===== config.mk =====
export PLATFORM = sky130hd
export DESIGN_NAME = decaying_vector_nearest_anchor_flat
export DESIGN_NICKNAME = d
export VERILOG_FILES = /design/src/sv/dvna_pkg.sv /design/src/sv/dvna_req_if.sv /design/src/sv/dvna_rsp_if.sv /design/src/sv/dvna_cfg_if.sv /design/src/sv/dvna_mul.sv /design/src/sv/decaying_vector_nearest_anchor.sv /design/src/flat_wrapper.sv
export SDC_FILE = /design/constraint.sdc
export NUM_CORES = 2
export LEC_CHECK = 0
export ABC_AREA = 1
export BUFFER_PORTS_ARGS = -buffer_cell sky130_fd_sc_hd__buf_4
export CAP_MARGIN = 10
export CORE_UTILIZATION = 60
export DETAILED_ROUTE_END_ITERATION = 7
export HOLD_SLACK_MARGIN = 0.02
export PLACE_DENSITY = 0.86
export SLEW_MARGIN = 20
export SYNTH_ARGS = -nofsm -noshare
export SYNTH_HDL_FRONTEND = slang
export SYNTH_SLANG_ARGS = --single-unit

===== constraint.sdc =====
create_clock -name i_clk -period 25.2 [get_ports i_clk]
set_clock_uncertainty 0.1 [all_clocks]
set_input_delay 1.26 -clock i_clk [delete_from_list [all_inputs] [get_ports i_clk]]
set_output_delay 1.26 -clock i_clk [all_outputs]
set_load 0.005 [all_outputs]

===== src/sv/dvna_pkg.sv =====
// Shared types and constants for the decaying vector nearest-anchor block.
// Anchor and delta tables in Q1.15, fixed-point decay constants, FSM codes.
// No dependencies; compile first.
package dvna_pkg;

    typedef logic signed [15:0] t_q15;
    typedef logic [3:0]         t_class;
    typedef logic [3:0]         t_event;

    localparam int unsigned TAB_DEPTH = 16;
    localparam int unsigned MUL_W     = 32;

    // Request kinds
    localparam logic REQ_TICK  = 1'b0;
    localparam logic REQ_EVENT = 1'b1;

    localparam t_event WAKE_EVENT = 4'd5;

    // Decay: v' = round(v * (SPAN - t) / SPAN), ties away from zero
    localparam logic [14:0] DECAY_SPAN  = 15'd20000;
    localparam logic [13:0] DECAY_HALF  = 14'd10000;
    // floor(2^45 / 20000); quotient estimate is exact or one low
    localparam logic [30:0] RECIP_M     = 31'd1759218604;
    localparam int unsigned RECIP_SHIFT = 45;

    // Hysteresis margin, 0.008 in Q2.30
    localparam logic [33:0] HYST_Q30 = 34'd8589935;

    localparam t_q15 ANCHOR_V [TAB_DEPTH] = '{
        16'sd0, 16'sd22938, 16'sd9830, 16'sd3277, -16'sd16384, 16'sd0, 16'sd6554,
        -16'sd19661, -16'sd16384, 16'sd0, 16'sd0, 16'sd0, 16'sd0, 16'sd0, 16'sd0, 16'sd0
    };
    localparam t_q15 ANCHOR_A [TAB_DEPTH] = '{
        16'sd0, 16'sd13107, 16'sd16384, 16'sd22938, 16'sd6554, -16'sd26214, 16'sd29491,
        -16'sd13107, 16'sd26214, 16'sd0, 16'sd0, 16'sd0, 16'sd0, 16'sd0, 16'sd0, 16'sd0
    };
    localparam t_q15 DELTA_V [TAB_DEPTH] = '{
        16'sd13107, 16'sd19661, 16'sd3277, 16'sd6554, 16'sd0, 16'sd3277, -16'sd26214,
        -16'sd11469, -16'sd16384, 16'sd4915, 16'sd6554, 16'sd22938, 16'sd29491,
        16'sd0, 16'sd0, 16'sd0
    };
    localparam t_q15 DELTA_A [TAB_DEPTH] = '{
        16'sd6554, 16'sd9830, 16'sd16384, 16'sd9830, -16'sd26214, 16'sd9830, 16'sd29491,
        -16'sd9830, 16'sd26214, 16'sd13107, 16'sd3277, 16'sd9830, 16'sd4915,
        16'sd0, 16'sd0, 16'sd0
    };

    typedef enum logic [3:0] {
        ST_IDLE  = 4'b0001,
        ST_DECAY = 4'b0010,
        ST_SCAN  = 4'b0100,
        ST_FIN   = 4'b1000
    } t_state;

endpackage


===== src/sv/dvna_req_if.sv =====
// Request channel: valid/ready handshake carrying one tick or event word.
// Depends on dvna_pkg.
interface dvna_req_if;
    logic                valid;
    logic                ready;
    logic                req_type;
    logic [15:0]         elapsed_ms;
    dvna_pkg::t_event    event_code;

    modport source (output valid, output req_type, output elapsed_ms, output event_code,
                    input ready);
    modport sink   (input valid, input req_type, input elapsed_ms, input event_code,
                    output ready);
endinterface


===== src/sv/dvna_rsp_if.sv =====
// Result channel: valid/ready handshake carrying class and vector words.
// Depends on dvna_pkg.
interface dvna_rsp_if;
    logic                valid;
    logic                ready;
    dvna_pkg::t_class    class_index;
    logic                class_changed;
    dvna_pkg::t_q15      valence_out;
    dvna_pkg::t_q15      activation_out;

    modport source (output valid, output class_index, output class_changed,
                    output valence_out, output activation_out, input ready);
    modport sink   (input valid, input class_index, input class_changed,
                    input valence_out, input activation_out, output ready);
endinterface


===== src/sv/dvna_cfg_if.sv =====
// Configuration write channel: valid/ready carrying the initial_class word.
// Depends on dvna_pkg.
interface dvna_cfg_if;
    logic                valid;
    logic                ready;
    dvna_pkg::t_class    initial_class;

    modport source (output valid, output initial_class, input ready);
    modport sink   (input valid, input initial_class, output ready);
endinterface


===== src/sv/dvna_mul.sv =====
// Shared unsigned multiplier with registered product.
// Depends on dvna_pkg for the operand width.
module dvna_mul (
    input  logic                             i_clk,
    input  logic [dvna_pkg::MUL_W-1:0]       i_a,
    input  logic [dvna_pkg::MUL_W-1:0]       i_b,
    output logic [2*dvna_pkg::MUL_W-1:0]     o_p
);
    always_ff @(posedge i_clk) begin
        o_p <= i_a * i_b;
    end
endmodule


===== src/sv/decaying_vector_nearest_anchor.sv =====
// Decaying (valence, activation) vector with nearest-anchor classification.
// A tick decays both components, then scans the anchors; an applied event only scans;
// a wake or ignored event goes straight to the result. One item is in flight at a
// time. The single 32x32 multiplier serves both phases: three multiplies per component
// for the decay, two squares per anchor for the scan.
// Reset (synchronous, active low) seeds vector and class from anchor 0, output empty.
// Depends on dvna_pkg, dvna_req_if, dvna_rsp_if, dvna_cfg_if and dvna_mul.
module decaying_vector_nearest_anchor #(
    parameter int NUM_ANCHORS = 9,   // 2..16
    parameter int NUM_EVENTS  = 13   // 1..16
) (
    input  logic             i_clk,
    input  logic             i_rst_n,
    dvna_req_if.sink         i_req,
    dvna_rsp_if.source       o_rsp,
    dvna_cfg_if.sink         i_cfg
);
    // Scan counter runs over 2*NUM_ANCHORS multiplies plus a final drain step
    localparam int CNT_W = $clog2(2 * NUM_ANCHORS + 1);
    localparam logic [CNT_W-1:0] SCAN_LAST  = CNT_W'(2 * NUM_ANCHORS);
    localparam logic [4:0]       N_ANCH_W   = 5'(NUM_ANCHORS);
    localparam logic [4:0]       N_EVT_W    = 5'(NUM_EVENTS);
    localparam int               MW         = dvna_pkg::MUL_W;
    localparam int               QLO        = dvna_pkg::RECIP_SHIFT;

    // Magnitude of a 17-bit signed value
    function automatic logic [16:0] mag17(input logic signed [16:0] x);
        logic signed [16:0] nx;
        nx = -x;
        return x[16] ? 17'(nx) : 17'(x);
    endfunction

    // Saturating Q1.15 add
    function automatic dvna_pkg::t_q15 sat_add(input dvna_pkg::t_q15 a,
                                               input dvna_pkg::t_q15 b);
        logic signed [16:0] s;
        s = 17'(a) + 17'(b);
        if (s > 17'sd32767) begin
            return 16'sd32767;
        end else if (s < -17'sd32768) begin
            return -16'sd32768;
        end
        return s[15:0];
    endfunction

    dvna_pkg::t_state     r_state;
    dvna_pkg::t_q15       r_val;
    dvna_pkg::t_q15       r_act;
    dvna_pkg::t_class     r_class;

    // Decay sequencer
    logic [2:0]           r_dstep;
    logic                 r_comp;       // 0 = valence, 1 = activation
    logic [14:0]          r_keep;
    logic [29:0]          r_x;
    logic [15:0]          r_q;

    // Scan sequencer
    logic [CNT_W-1:0]     r_mcnt;
    logic [32:0]          r_acc;
    dvna_pkg::t_class     r_best;
    logic [33:0]          r_best_d2;
    logic [33:0]          r_cur_d2;
    logic                 r_skip;       // no classification for this word

    // Output register
    logic                 r_out_valid;
    dvna_pkg::t_class     r_out_class;
    logic                 r_out_changed;
    dvna_pkg::t_q15       r_out_val;
    dvna_pkg::t_q15       r_out_act;

    logic [MW-1:0]        mul_a;
    logic [MW-1:0]        mul_b;
    logic [2*MW-1:0]      r_prod;

    dvna_mul u_mul (
        .i_clk (i_clk),
        .i_a   (mul_a),
        .i_b   (mul_b),
        .o_p   (r_prod)
    );

    logic                 req_acc;
    logic                 out_free;
    dvna_pkg::t_q15       comp_v;
    logic [16:0]          comp_mag;
    dvna_pkg::t_class     iss_idx;
    dvna_pkg::t_class     use_idx;
    logic [CNT_W-1:0]     use_k;
    logic signed [16:0]   dv;
    logic signed [16:0]   da;
    logic [33:0]          d2;
    logic [29:0]          rem;
    logic [15:0]          qf;
    logic [15:0]          qneg;
    logic [15:0]          n_comp;
    logic                 n_switch;
    dvna_pkg::t_class     n_class;
    dvna_pkg::t_class     seed_cls;
    logic [14:0]          tick_keep;

    assign i_req.ready = (r_state == dvna_pkg::ST_IDLE);
    // Take a configuration word only while idle with no request waiting
    assign i_cfg.ready = (r_state == dvna_pkg::ST_IDLE) && !i_req.valid;
    assign req_acc     = i_req.valid && i_req.ready;
    assign out_free    = !r_out_valid || o_rsp.ready;

    assign o_rsp.valid          = r_out_valid;
    assign o_rsp.class_index    = r_out_class;
    assign o_rsp.class_changed  = r_out_changed;
    assign o_rsp.valence_out    = r_out_val;
    assign o_rsp.activation_out = r_out_act;

    // Component under decay and its magnitude
    assign comp_v   = r_comp ? r_act : r_val;
    assign comp_mag = mag17(17'(comp_v));

    // Scan: issue multiply r_mcnt, consume multiply r_mcnt-1
    assign iss_idx = 4'(r_mcnt >> 1);
    assign use_k   = r_mcnt - CNT_W'(1);
    assign use_idx = 4'(use_k >> 1);
    assign dv      = 17'(r_val) - 17'(dvna_pkg::ANCHOR_V[iss_idx]);
    assign da      = 17'(r_act) - 17'(dvna_pkg::ANCHOR_A[iss_idx]);
    assign d2      = {1'b0, r_acc} + {1'b0, r_prod[32:0]};

    // Decay finish: correct the reciprocal estimate, restore sign
    assign rem    = r_x - r_prod[29:0];
    assign qf     = r_q + 16'(rem >= 30'(dvna_pkg::DECAY_SPAN));
    assign qneg   = -qf;
    assign n_comp = comp_v[15] ? qneg : qf;

    assign tick_keep = (i_req.elapsed_ms >= 16'(dvna_pkg::DECAY_SPAN)) ? 15'd0 :
                       15'(16'(dvna_pkg::DECAY_SPAN) - i_req.elapsed_ms);

    // Hysteresis: switch only if the best anchor wins by more than the margin
    assign n_switch = !r_skip && (r_best != r_class) &&
                      (({1'b0, r_best_d2} + {1'b0, dvna_pkg::HYST_Q30}) < {1'b0, r_cur_d2});
    assign n_class  = n_switch ? r_best : r_class;

    // Out-of-range initial class seeds anchor 0
    assign seed_cls = ({1'b0, i_cfg.initial_class} >= N_ANCH_W) ? 4'd0 : i_cfg.initial_class;

    // Multiplier operand select
    always_comb begin
        mul_a = '0;
        mul_b = '0;
        case (r_state)
            dvna_pkg::ST_DECAY: begin
                case (r_dstep)
                    3'd0: begin
                        mul_a = MW'(comp_mag);
                        mul_b = MW'(r_keep);
                    end
                    3'd2: begin
                        mul_a = MW'(r_x);
                        mul_b = MW'(dvna_pkg::RECIP_M);
                    end
                    3'd4: begin
                        mul_a = MW'(r_q);
                        mul_b = MW'(dvna_pkg::DECAY_SPAN);
                    end
                    default: begin
                        mul_a = '0;
                        mul_b = '0;
                    end
                endcase
            end
            dvna_pkg::ST_SCAN: begin
                if (r_mcnt < SCAN_LAST) begin
                    mul_a = r_mcnt[0] ? MW'(mag17(da)) : MW'(mag17(dv));
                    mul_b = mul_a;
                end
            end
            default: begin
                mul_a = '0;
                mul_b = '0;
            end
        endcase
    end

    always_ff @(posedge i_clk) begin
        if (!i_rst_n) begin
            r_state     <= dvna_pkg::ST_IDLE;
            r_val       <= dvna_pkg::ANCHOR_V[0];
            r_act       <= dvna_pkg::ANCHOR_A[0];
            r_class     <= '0;
            r_out_valid <= 1'b0;
            r_dstep     <= '0;
            r_comp      <= 1'b0;
            r_mcnt      <= '0;
            r_skip      <= 1'b0;
        end else begin
            // Drop the result word once taken, unless a new one loads now
            if (r_out_valid && o_rsp.ready && (r_state != dvna_pkg::ST_FIN)) begin
                r_out_valid <= 1'b0;
            end

            case (r_state)
                dvna_pkg::ST_IDLE: begin
                    if (req_acc) begin
                        r_dstep <= '0;
                        r_comp  <= 1'b0;
                        r_mcnt  <= '0;
                        if (i_req.req_type == dvna_pkg::REQ_TICK) begin
                            r_skip  <= 1'b0;
                            r_keep  <= tick_keep;
                            r_state <= dvna_pkg::ST_DECAY;
                        end else if ({1'b0, i_req.event_code} >= N_EVT_W) begin
                            // Ignored event: report state unchanged
                            r_skip  <= 1'b1;
                            r_state <= dvna_pkg::ST_FIN;
                        end else if (i_req.event_code == dvna_pkg::WAKE_EVENT) begin
                            r_val   <= dvna_pkg::ANCHOR_V[0];
                            r_act   <= dvna_pkg::ANCHOR_A[0];
                            r_class <= '0;
                            r_skip  <= 1'b1;
                            r_state <= dvna_pkg::ST_FIN;
                        end else begin
                            r_skip  <= 1'b0;
                            r_val   <= sat_add(r_val, dvna_pkg::DELTA_V[i_req.event_code]);
                            r_act   <= sat_add(r_act, dvna_pkg::DELTA_A[i_req.event_code]);
                            r_state <= dvna_pkg::ST_SCAN;
                        end
                    end
                end

                dvna_pkg::ST_DECAY: begin
                    r_dstep <= (r_dstep == 3'd5) ? 3'd0 : r_dstep + 3'd1;
                    case (r_dstep)
                        3'd1: r_x <= r_prod[29:0] + 30'(dvna_pkg::DECAY_HALF);
                        3'd3: r_q <= r_prod[QLO+15:QLO];
                        3'd5: begin
                            if (r_comp) begin
                                r_act   <= $signed(n_comp);
                                r_state <= dvna_pkg::ST_SCAN;
                            end else begin
                                r_val  <= $signed(n_comp);
                                r_comp <= 1'b1;
                            end
                        end
                        default: begin
                        end
                    endcase
                end

                dvna_pkg::ST_SCAN: begin
                    r_mcnt <= r_mcnt + CNT_W'(1);
                    if (r_mcnt != '0) begin
                        if (!use_k[0]) begin
                            r_acc <= r_prod[32:0];
                        end else begin
                            // Lowest index wins ties: replace only on strictly less
                            if (use_idx == '0 || d2 < r_best_d2) begin
                                r_best    <= use_idx;
                                r_best_d2 <= d2;
                            end
                            if (use_idx == r_class) begin
                                r_cur_d2 <= d2;
                            end
                        end
                    end
                    if (r_mcnt == SCAN_LAST) begin
                        r_state <= dvna_pkg::ST_FIN;
                    end
                end

                dvna_pkg::ST_FIN: begin
                    // Hold until the output register can take the word
                    if (out_free) begin
                        r_class       <= n_class;
                        r_out_valid   <= 1'b1;
                        r_out_class   <= n_class;
                        r_out_changed <= n_switch;
                        r_out_val     <= r_val;
                        r_out_act     <= r_act;
                        r_state       <= dvna_pkg::ST_IDLE;
                    end
                end

                default: begin
                    r_state <= dvna_pkg::ST_IDLE;
                end
            endcase

            // Configuration write re-seeds vector and class
            if (i_cfg.valid && i_cfg.ready) begin
                r_val   <= dvna_pkg::ANCHOR_V[seed_cls];
                r_act   <= dvna_pkg::ANCHOR_A[seed_cls];
                r_class <= seed_cls;
            end
        end
    end

endmodule


===== src/flat_wrapper.sv =====
// flat-port wrapper written by rule: the top's interface ports become plain ports
module decaying_vector_nearest_anchor_flat 
#(
    parameter int NUM_ANCHORS = 9,           
    parameter int NUM_EVENTS  = 13           
)
  (i_clk, i_rst_n, i_req_valid, i_req_req_type, i_req_elapsed_ms, i_req_event_code, i_req_ready, o_rsp_valid, o_rsp_class_index, o_rsp_class_changed, o_rsp_valence_out, o_rsp_activation_out, o_rsp_ready, i_cfg_valid, i_cfg_initial_class, i_cfg_ready);
  dvna_req_if i_req_i ();
  dvna_rsp_if o_rsp_i ();
  dvna_cfg_if i_cfg_i ();
  input  logic i_clk;
  input  logic i_rst_n;
  input wire logic [$bits(i_req_i.valid)-1:0] i_req_valid;
  input wire logic [$bits(i_req_i.req_type)-1:0] i_req_req_type;
  input wire logic [$bits(i_req_i.elapsed_ms)-1:0] i_req_elapsed_ms;
  input wire logic [$bits(i_req_i.event_code)-1:0] i_req_event_code;
  output wire logic [$bits(i_req_i.ready)-1:0] i_req_ready;
  output wire logic [$bits(o_rsp_i.valid)-1:0] o_rsp_valid;
  output wire logic [$bits(o_rsp_i.class_index)-1:0] o_rsp_class_index;
  output wire logic [$bits(o_rsp_i.class_changed)-1:0] o_rsp_class_changed;
  output wire logic [$bits(o_rsp_i.valence_out)-1:0] o_rsp_valence_out;
  output wire logic [$bits(o_rsp_i.activation_out)-1:0] o_rsp_activation_out;
  input wire logic [$bits(o_rsp_i.ready)-1:0] o_rsp_ready;
  input wire logic [$bits(i_cfg_i.valid)-1:0] i_cfg_valid;
  input wire logic [$bits(i_cfg_i.initial_class)-1:0] i_cfg_initial_class;
  output wire logic [$bits(i_cfg_i.ready)-1:0] i_cfg_ready;
  assign i_req_i.valid = i_req_valid;
  assign i_req_i.req_type = i_req_req_type;
  assign i_req_i.elapsed_ms = i_req_elapsed_ms;
  assign i_req_i.event_code = i_req_event_code;
  assign i_req_ready = i_req_i.ready;
  assign o_rsp_valid = o_rsp_i.valid;
  assign o_rsp_class_index = o_rsp_i.class_index;
  assign o_rsp_class_changed = o_rsp_i.class_changed;
  assign o_rsp_valence_out = o_rsp_i.valence_out;
  assign o_rsp_activation_out = o_rsp_i.activation_out;
  assign o_rsp_i.ready = o_rsp_ready;
  assign i_cfg_i.valid = i_cfg_valid;
  assign i_cfg_i.initial_class = i_cfg_initial_class;
  assign i_cfg_ready = i_cfg_i.ready;
  decaying_vector_nearest_anchor #(.NUM_ANCHORS(NUM_ANCHORS), .NUM_EVENTS(NUM_EVENTS)) u_core (.i_clk(i_clk), .i_rst_n(i_rst_n), .i_req(i_req_i), .o_rsp(o_rsp_i), .i_cfg(i_cfg_i));
endmodule

Word level (Yosys, flattened, before mapping)
Memory sizes are Yosys's and may differ from the RTL's.
Index checks and enable logic that the tools add are counted.
- register bits: 315
- latch bits: 0
- bits in writable memories: 0
- input bits: 30
- output and inout port bits: 40
- logic and storage cells: 218
- memory bits (read-only): 1536
- memories: 6
- equality and inequality tests: 27
- shifts and indexed selects: 0
- reductions and logical operators: 34
- div/mod/pow operators: 0
- multiplexer cells: 93
- add/sub/neg operators: 17
- order comparisons: 14
- bitwise operators: 5
- multipliers: 1
- memories (memory ; depth ; width ; read ports ; clocked after memory_dff ; write ports ; line ; source):
    (name not given) ; 16 ; 16 ; 1 ; 0 ; 0 ; decaying_vector_nearest_anchor.sv:222 ; r_act <= sat_add(r_act, dvna_pkg::DELTA_A[i_req.event_code]);
    (name not given) ; 16 ; 16 ; 1 ; 0 ; 0 ; decaying_vector_nearest_anchor.sv:124 ; assign da = 17'(r_act) - 17'(dvna_pkg::ANCHOR_A[iss_idx]);
    (name not given) ; 16 ; 16 ; 1 ; 0 ; 0 ; decaying_vector_nearest_anchor.sv:123 ; assign dv = 17'(r_val) - 17'(dvna_pkg::ANCHOR_V[iss_idx]);
    (name not given) ; 16 ; 16 ; 1 ; 0 ; 0 ; decaying_vector_nearest_anchor.sv:288 ; r_val <= dvna_pkg::ANCHOR_V[seed_cls];
    (name not given) ; 16 ; 16 ; 1 ; 0 ; 0 ; decaying_vector_nearest_anchor.sv:221 ; r_val <= sat_add(r_val, dvna_pkg::DELTA_V[i_req.event_code]);
    (name not given) ; 16 ; 16 ; 1 ; 0 ; 0 ; decaying_vector_nearest_anchor.sv:289 ; r_act <= dvna_pkg::ANCHOR_A[seed_cls];
- operators with widths (kind ; number):
    $mux 16 ; 34
    $pmux 32 s2 ; 2
    $pmux 31 s3 ; 1
    $pmux 30 s3 ; 1
    $mux 17 ; 4
    $mux 4 ; 16
    $pmux 16 s2 ; 2
    $mul 32x32->61 ; 1
    $add 34x24->35 const B ; 1
    $lt 35x34->1 ; 1
    $add 16x16->17 ; 2
    $add 33x33->34 ; 1
    $gt 17x16->1 const B ; 2
    $lt 17x16->1 const B ; 2
    $lt 34x34->1 ; 1
    $neg 17->17 ; 2
    $sub 16x16->17 ; 2
    $mux 32 ; 1
    $add 30x14->30 const B ; 1
    $ge 30x15->1 const B ; 1
    $sub 30x30->30 ; 1
    $mux 1 ; 24
    $reduce_and 6->1 ; 3
    $neg 16->17 ; 1
    46 further kinds ; 84

Depth between registers and ports, before layout
- word-level depth: 21
- mapped depth: 55
- gate-level depth less buffers: 55

Modules after synthesis
Synthesis repeated with hierarchy kept, for this count alone.
- cell total of the unflattened synthesis: 8060
- area total of the unflattened synthesis: 60097.6 µm²
- by module, submodules not included (module ; seq. area each (µm²) ; area each (µm²) ; cells each ; instances):
    dvna_mul ; 1281.2 ; 37310.8 ; 5015 ; 1
    decaying_vector_nearest_anchor ; 7116.8 ; 22786.9 ; 3045 ; 1

Least setup slack after synthesis
OpenSTA, ideal clock, no wires.
- path type: reg2reg
- start: reg u_core.r_mcnt[2]
- end: reg u_core.u_mul.o_p[50] in the netlist's numbering
- data required time: 24.979 ns
- clock period less this slack: 9.310 ns
- slack: 15.890 ns
- stages on the path, launching flop included: 52
- library setup time: 0.121 ns
- data arrival time: 9.089 ns
- buffers on the path: 2
- cell sequence: dfxtp_1 -> inv_1 -> ha_1 -> inv_1 -> nor3_1 -> inv_1 -> o21ai_0 -> nand2_1 -> ha_1 -> a21oi_1 -> nor2_1 -> nor2_1 -> inv_1 -> a21oi_1 -> nand3_1 -> nand2_2 -> inv_2 -> buf_6 -> [16 not listed] -> inv_1 -> fa_1 -> fa_1 -> inv_1 -> fa_1 -> inv_1 -> ha_1 -> a21oi_1 -> inv_1 -> a31oi_1 -> inv_1 -> a21oi_1 -> inv_1 -> a21boi_0 -> o21ai_0 -> o21ai_0 -> nand3_1 -> xor2_1
- word-level cells in the longest chain between the ends: 11
- elaborated cells on any way between the ends: 19
- those cells by class: add/sub: 4; mul: 1; order compare: 1; mux: 10; bitwise: 1; memory: 2
- ends and longest elaborated chain (item ; line ; source):
    start, declared ; decaying_vector_nearest_anchor.sv:59 ; logic [CNT_W-1:0] r_mcnt;
    start signal, assigned ; decaying_vector_nearest_anchor.sv:248 ; r_mcnt <= r_mcnt + CNT_W'(1);
    $not 4->5 (implied by the code) ; decaying_vector_nearest_anchor.sv:123, decaying_vector_nearest_anchor.sv:124 ;
    $mem_v2 16x16, on equally long branches ; n/a ;
    $mux 16, on equally long branches (2 in series) ; decaying_vector_nearest_anchor.sv:123, decaying_vector_nearest_anchor.sv:124 ;
    $sub 16x16->17, on equally long branches ; decaying_vector_nearest_anchor.sv:123, decaying_vector_nearest_anchor.sv:124 ;
    $neg 17->17 ; decaying_vector_nearest_anchor.sv:29 ; nx = -x;
    $mux 17 ; decaying_vector_nearest_anchor.sv:30 ; return x[16] ? 17'(nx) : 17'(x);
    $mux 17 ; decaying_vector_nearest_anchor.sv:171 ; mul_a = r_mcnt[0] ? MW'(mag17(da)) : MW'(mag17(dv));
    $mux 32 (*) ; decaying_vector_nearest_anchor.sv:170 ; if (r_mcnt < SCAN_LAST) begin
    $pmux 32 s2 ; decaying_vector_nearest_anchor.sv:148 ; case (r_state)
    $mul 32x32->61 (*) ; dvna_mul.sv:10 ; o_p <= i_a * i_b;
    end signal, assigned ; dvna_mul.sv:10 ;
    end, declared ; dvna_mul.sv:7 ; output logic [2*dvna_pkg::MUL_W-1:0] o_p
Every way passes the cells marked *; elsewhere a longest branch is shown, timed or not. The select of a mux whose other input is x is not followed.
A chain may end at the register's enable or synchronous reset.

Final worst setup path
- start: reg u_core.r_mcnt[2]
- end: reg u_core.u_mul.o_p[46] in the netlist's numbering
The elaborated chain is that of the path after synthesis.

==> impl_metrics.csv <==
group,metric,value,unit
layout,fin_util,0.650,
layout,nets,7382,
power,power.leakage,27.7,nW
floorplanning,die-height,286,um
setup_path,cp_top_family,"adder cells",
placement,place_area,50200,um2
global_routing,antenna_found_initial,0,
route,vias,40600,
layout,layout-drive-gt1-share,0.0406,
yosys,syn_area,48200,um2
yosys,synth_top_area_frac,0.262,
setup_path,critPathBufInv,14,
setup_path,crit_fanout,19,
timing,setup_viol,0,
power,power_density,65.8,nW/um2
clock_network,post_cts_resized,0,
global_routing,grt_pass1_wl,219000,um
route,vias_per_cell,5.61,
setup_path,cp_slowest_cell,"nor2_1",
floorplanning,rows,103,
yosys,synth_area_leader_cell,"fa_1",
timing,finalMaxSlewViolations,0,
power,ir_drop,0.0000705,V
setup_path,critPathLaunchType,"flop",
min_path,hold_path_depth,0,
clock_network,clk_latency,560,ps
yosys,ys_warn_count,0,
timing,relSlewSlack,0.226,
clock_network,cts_buffers,34,
setup_path,cpPeakStageDelay,650,ps
setup_path,critical_path_required,25520,ps
placement,place_congestion,1.01,
timing,whs,298,ps
timing,min_period_over_period,0.461,
yosys,yosysMostFrequentCell,"inv_1",
route,drtAntennaViolNets,0,
global_routing,grt-ovfl-total,0,
run_status,status,"finished clean",
placement,dp_hpwl,116000,um
setup_path,arrival,11940,ps
yosys,ys_types,64,
yosys,postSynthCellCount,6014,
floorplanning,start_util,0.608,
route,drt_iter0_drc,3370,
floorplanning,die_width,286,um
setup_path,criticalPathCategory,"flop to flop",
layout,layoutNonFillerInstCount,7238,
setup_path,endpoint_kind,"flop",
yosys,synth_ff_type,"edfxtp_1",
clock_network,cts_tree,"done",
yosys,ys_ff_latch,303,
yosys,yosysSeqAreaShare,0.168,
placement,dp_cells,7176,
timing,hold_violations,0,
route,routed_wl,139000,um
layout,final_cell_area,51500,um2
setup_path,path_common_cell,"inv_1",
floorplanning,core,79300,um2
clock_network,cts_buffer_depth,3,
timing,post-route-min-period,11620,ps
setup_path,cp.depth,48,
clock_network,cts_setup_buffers,0,
yosys,synth_common_cells,"1510 x inv_1, 1044 x nand2_1, 632 x fa_1",
timing,tightest_slew,1160,ps
timing,grt_setup_unrepaired,"no",
layout,fill_cells,6569,
clock_network,cts-root-buf,"clkbuf_16",
yosys,postSynthAreaPerCell,8.02,um2
global_routing,grt_pass1_vias,41600,
power,total_power,3.39,mW
timing,finalSetupTns,0,ps
yosys,synth_edf_count,203,
setup_path,worstRegToRegCells,48,
job,drv_cap,0,
placement,portBuffers,69,
floorplanning,die_area,81500,um2
yosys,ys_async_sr_fraction,0,
clock_network,path_clk_slew,60,ps
global_routing,grt_max_degree,69,
placement,dp_slack,13810,ps
route,drc,0,
layout,syn_to_final_growth,6.76,%
yosys,synth.area.top_cells,"fa_1 26%, ha_1 14%, edfxtp_1 13%",
clock_network,cts.sinks,303,
floorplanning,num_io_pins,70,
clock_network,holdBufCountCts,0,
min_path,min_path_type,"flop to flop",
clock_network,cts_max_level,2,
timing,setup_slack,13580,ps
timing,max_freq,86.1,MHz
route,wire_per_inst,19.2,um
global_routing,track_usage,0.343,
route,dr.pass1.iters,8,
==> state kept, by name, summed over array words and instances (netlist names) <==
register	flops
u_core.o_rsp.valence_out	16
u_core.r_act	16
u_core.u_mul.o_p	49
u_core.r_q	16
u_core.r_dstep	3
u_core.r_class	4
u_core.r_mcnt	5
u_core.r_state	4
u_core.o_rsp.class_changed	1
u_core.r_keep	15
u_core.r_cur_d2	34
u_core.r_best_d2	34
u_core.r_x	30
u_core.o_rsp.activation_out	16
u_core.r_comp	1
u_core.r_skip	1
u_core.o_rsp.class_index	4
u_core.r_best	4
u_core.r_acc	33
u_core.r_val	16
u_core.o_rsp.valid	1
==> report_power, final <==
part	total [mW]	switching, mW	leakage [nW]	internal [mW]
sequential	0.693	0.0874	2.63	0.605
combinational	2.13	1.43	24.5	0.701
clock	0.563	0.229	0.613	0.334
==> final cells by class <==
| cell class | instances | area, um2 | area share |
|---|---|---|---|
| Clock inverter | 20 | 317 | 0.00615 |
| Sequential cell | 303 | 8100 | 0.157 |
| Antenna cell | 1 | 2.50 | 0.0000486 |
| Tap cell | 1050 | 1310 | 0.0255 |
| Inverter | 1536 | 5770 | 0.112 |
| Timing Repair Buffer | 88 | 661 | 0.0128 |
| Clock buffer | 41 | 938 | 0.0182 |
| Multi-Input combinational cell | 4199 | 34400 | 0.668 |
==> cell families after synthesis <==
family,Yosys count,synth area share
flip-flops,303,0.168
AND/OR/NAND/NOR,1866,0.162
XOR/XNOR,220,0.0404
adder cells (fa/ha/maj),1190,0.407
AO/OA/AOI/OAI,814,0.0940
other,2,0.000156
buffers and inverters,1619,0.128
==> layer usage <==
| metal | track usage | vias to the layer above | wire, um |
|---|---|---|---|
| met4 | 0.203 | 0 | 9720 |
| met2 | 0.580 | 1819 | 66100 |
| met3 | 0.0426 | 453 | 10600 |
| li1 | - | 18900 | - |
| met5 | 0 | - | 0 |
| met1 | 0.421 | 19500 | 52700 |
==> cell usage in the layout (no fill, tap or decap), types with 14 or more instances in the layout <==
cell type,instances
conb_1,109
nand3b_1,14
fa_1,632
o21ai_1,19
edfxtp_1,203
ha_1,558
nor3_1,60
nor4_1,15
inv_2,19
inv_1,1510
clkbuf_16,35
xor2_1,160
a21oi_1,382
o21a_1,21
o21ai_0,247
nand4_1,47
o221ai_1,16
o211ai_1,19
xnor2_1,57
nand2_1,1044
nor2_2,14
nand3_1,206
buf_4,88
nand2_2,17
a31oi_1,25
a211oi_1,14
dfxtp_1,100
nor2_1,410
==> final timing paths <==
check / from / end / slack, ps
max reg2reg: u_core.r_mcnt[2]$_SDFFE_PN0P_ / u_core.u_mul.o_p[46]$_DFF_P_ / 13580
max: u_core.r_mcnt[2]$_SDFFE_PN0P_ / u_core.u_mul.o_p[46]$_DFF_P_ / 13580
min reg2reg: u_core.u_mul.o_p[45]$_DFF_P_ / u_core.r_q[0]$_DFFE_PP_ / 300
min: u_core.u_mul.o_p[45]$_DFF_P_ / u_core.r_q[0]$_DFFE_PP_ / 300
Power figures use the tool's default switching activity.
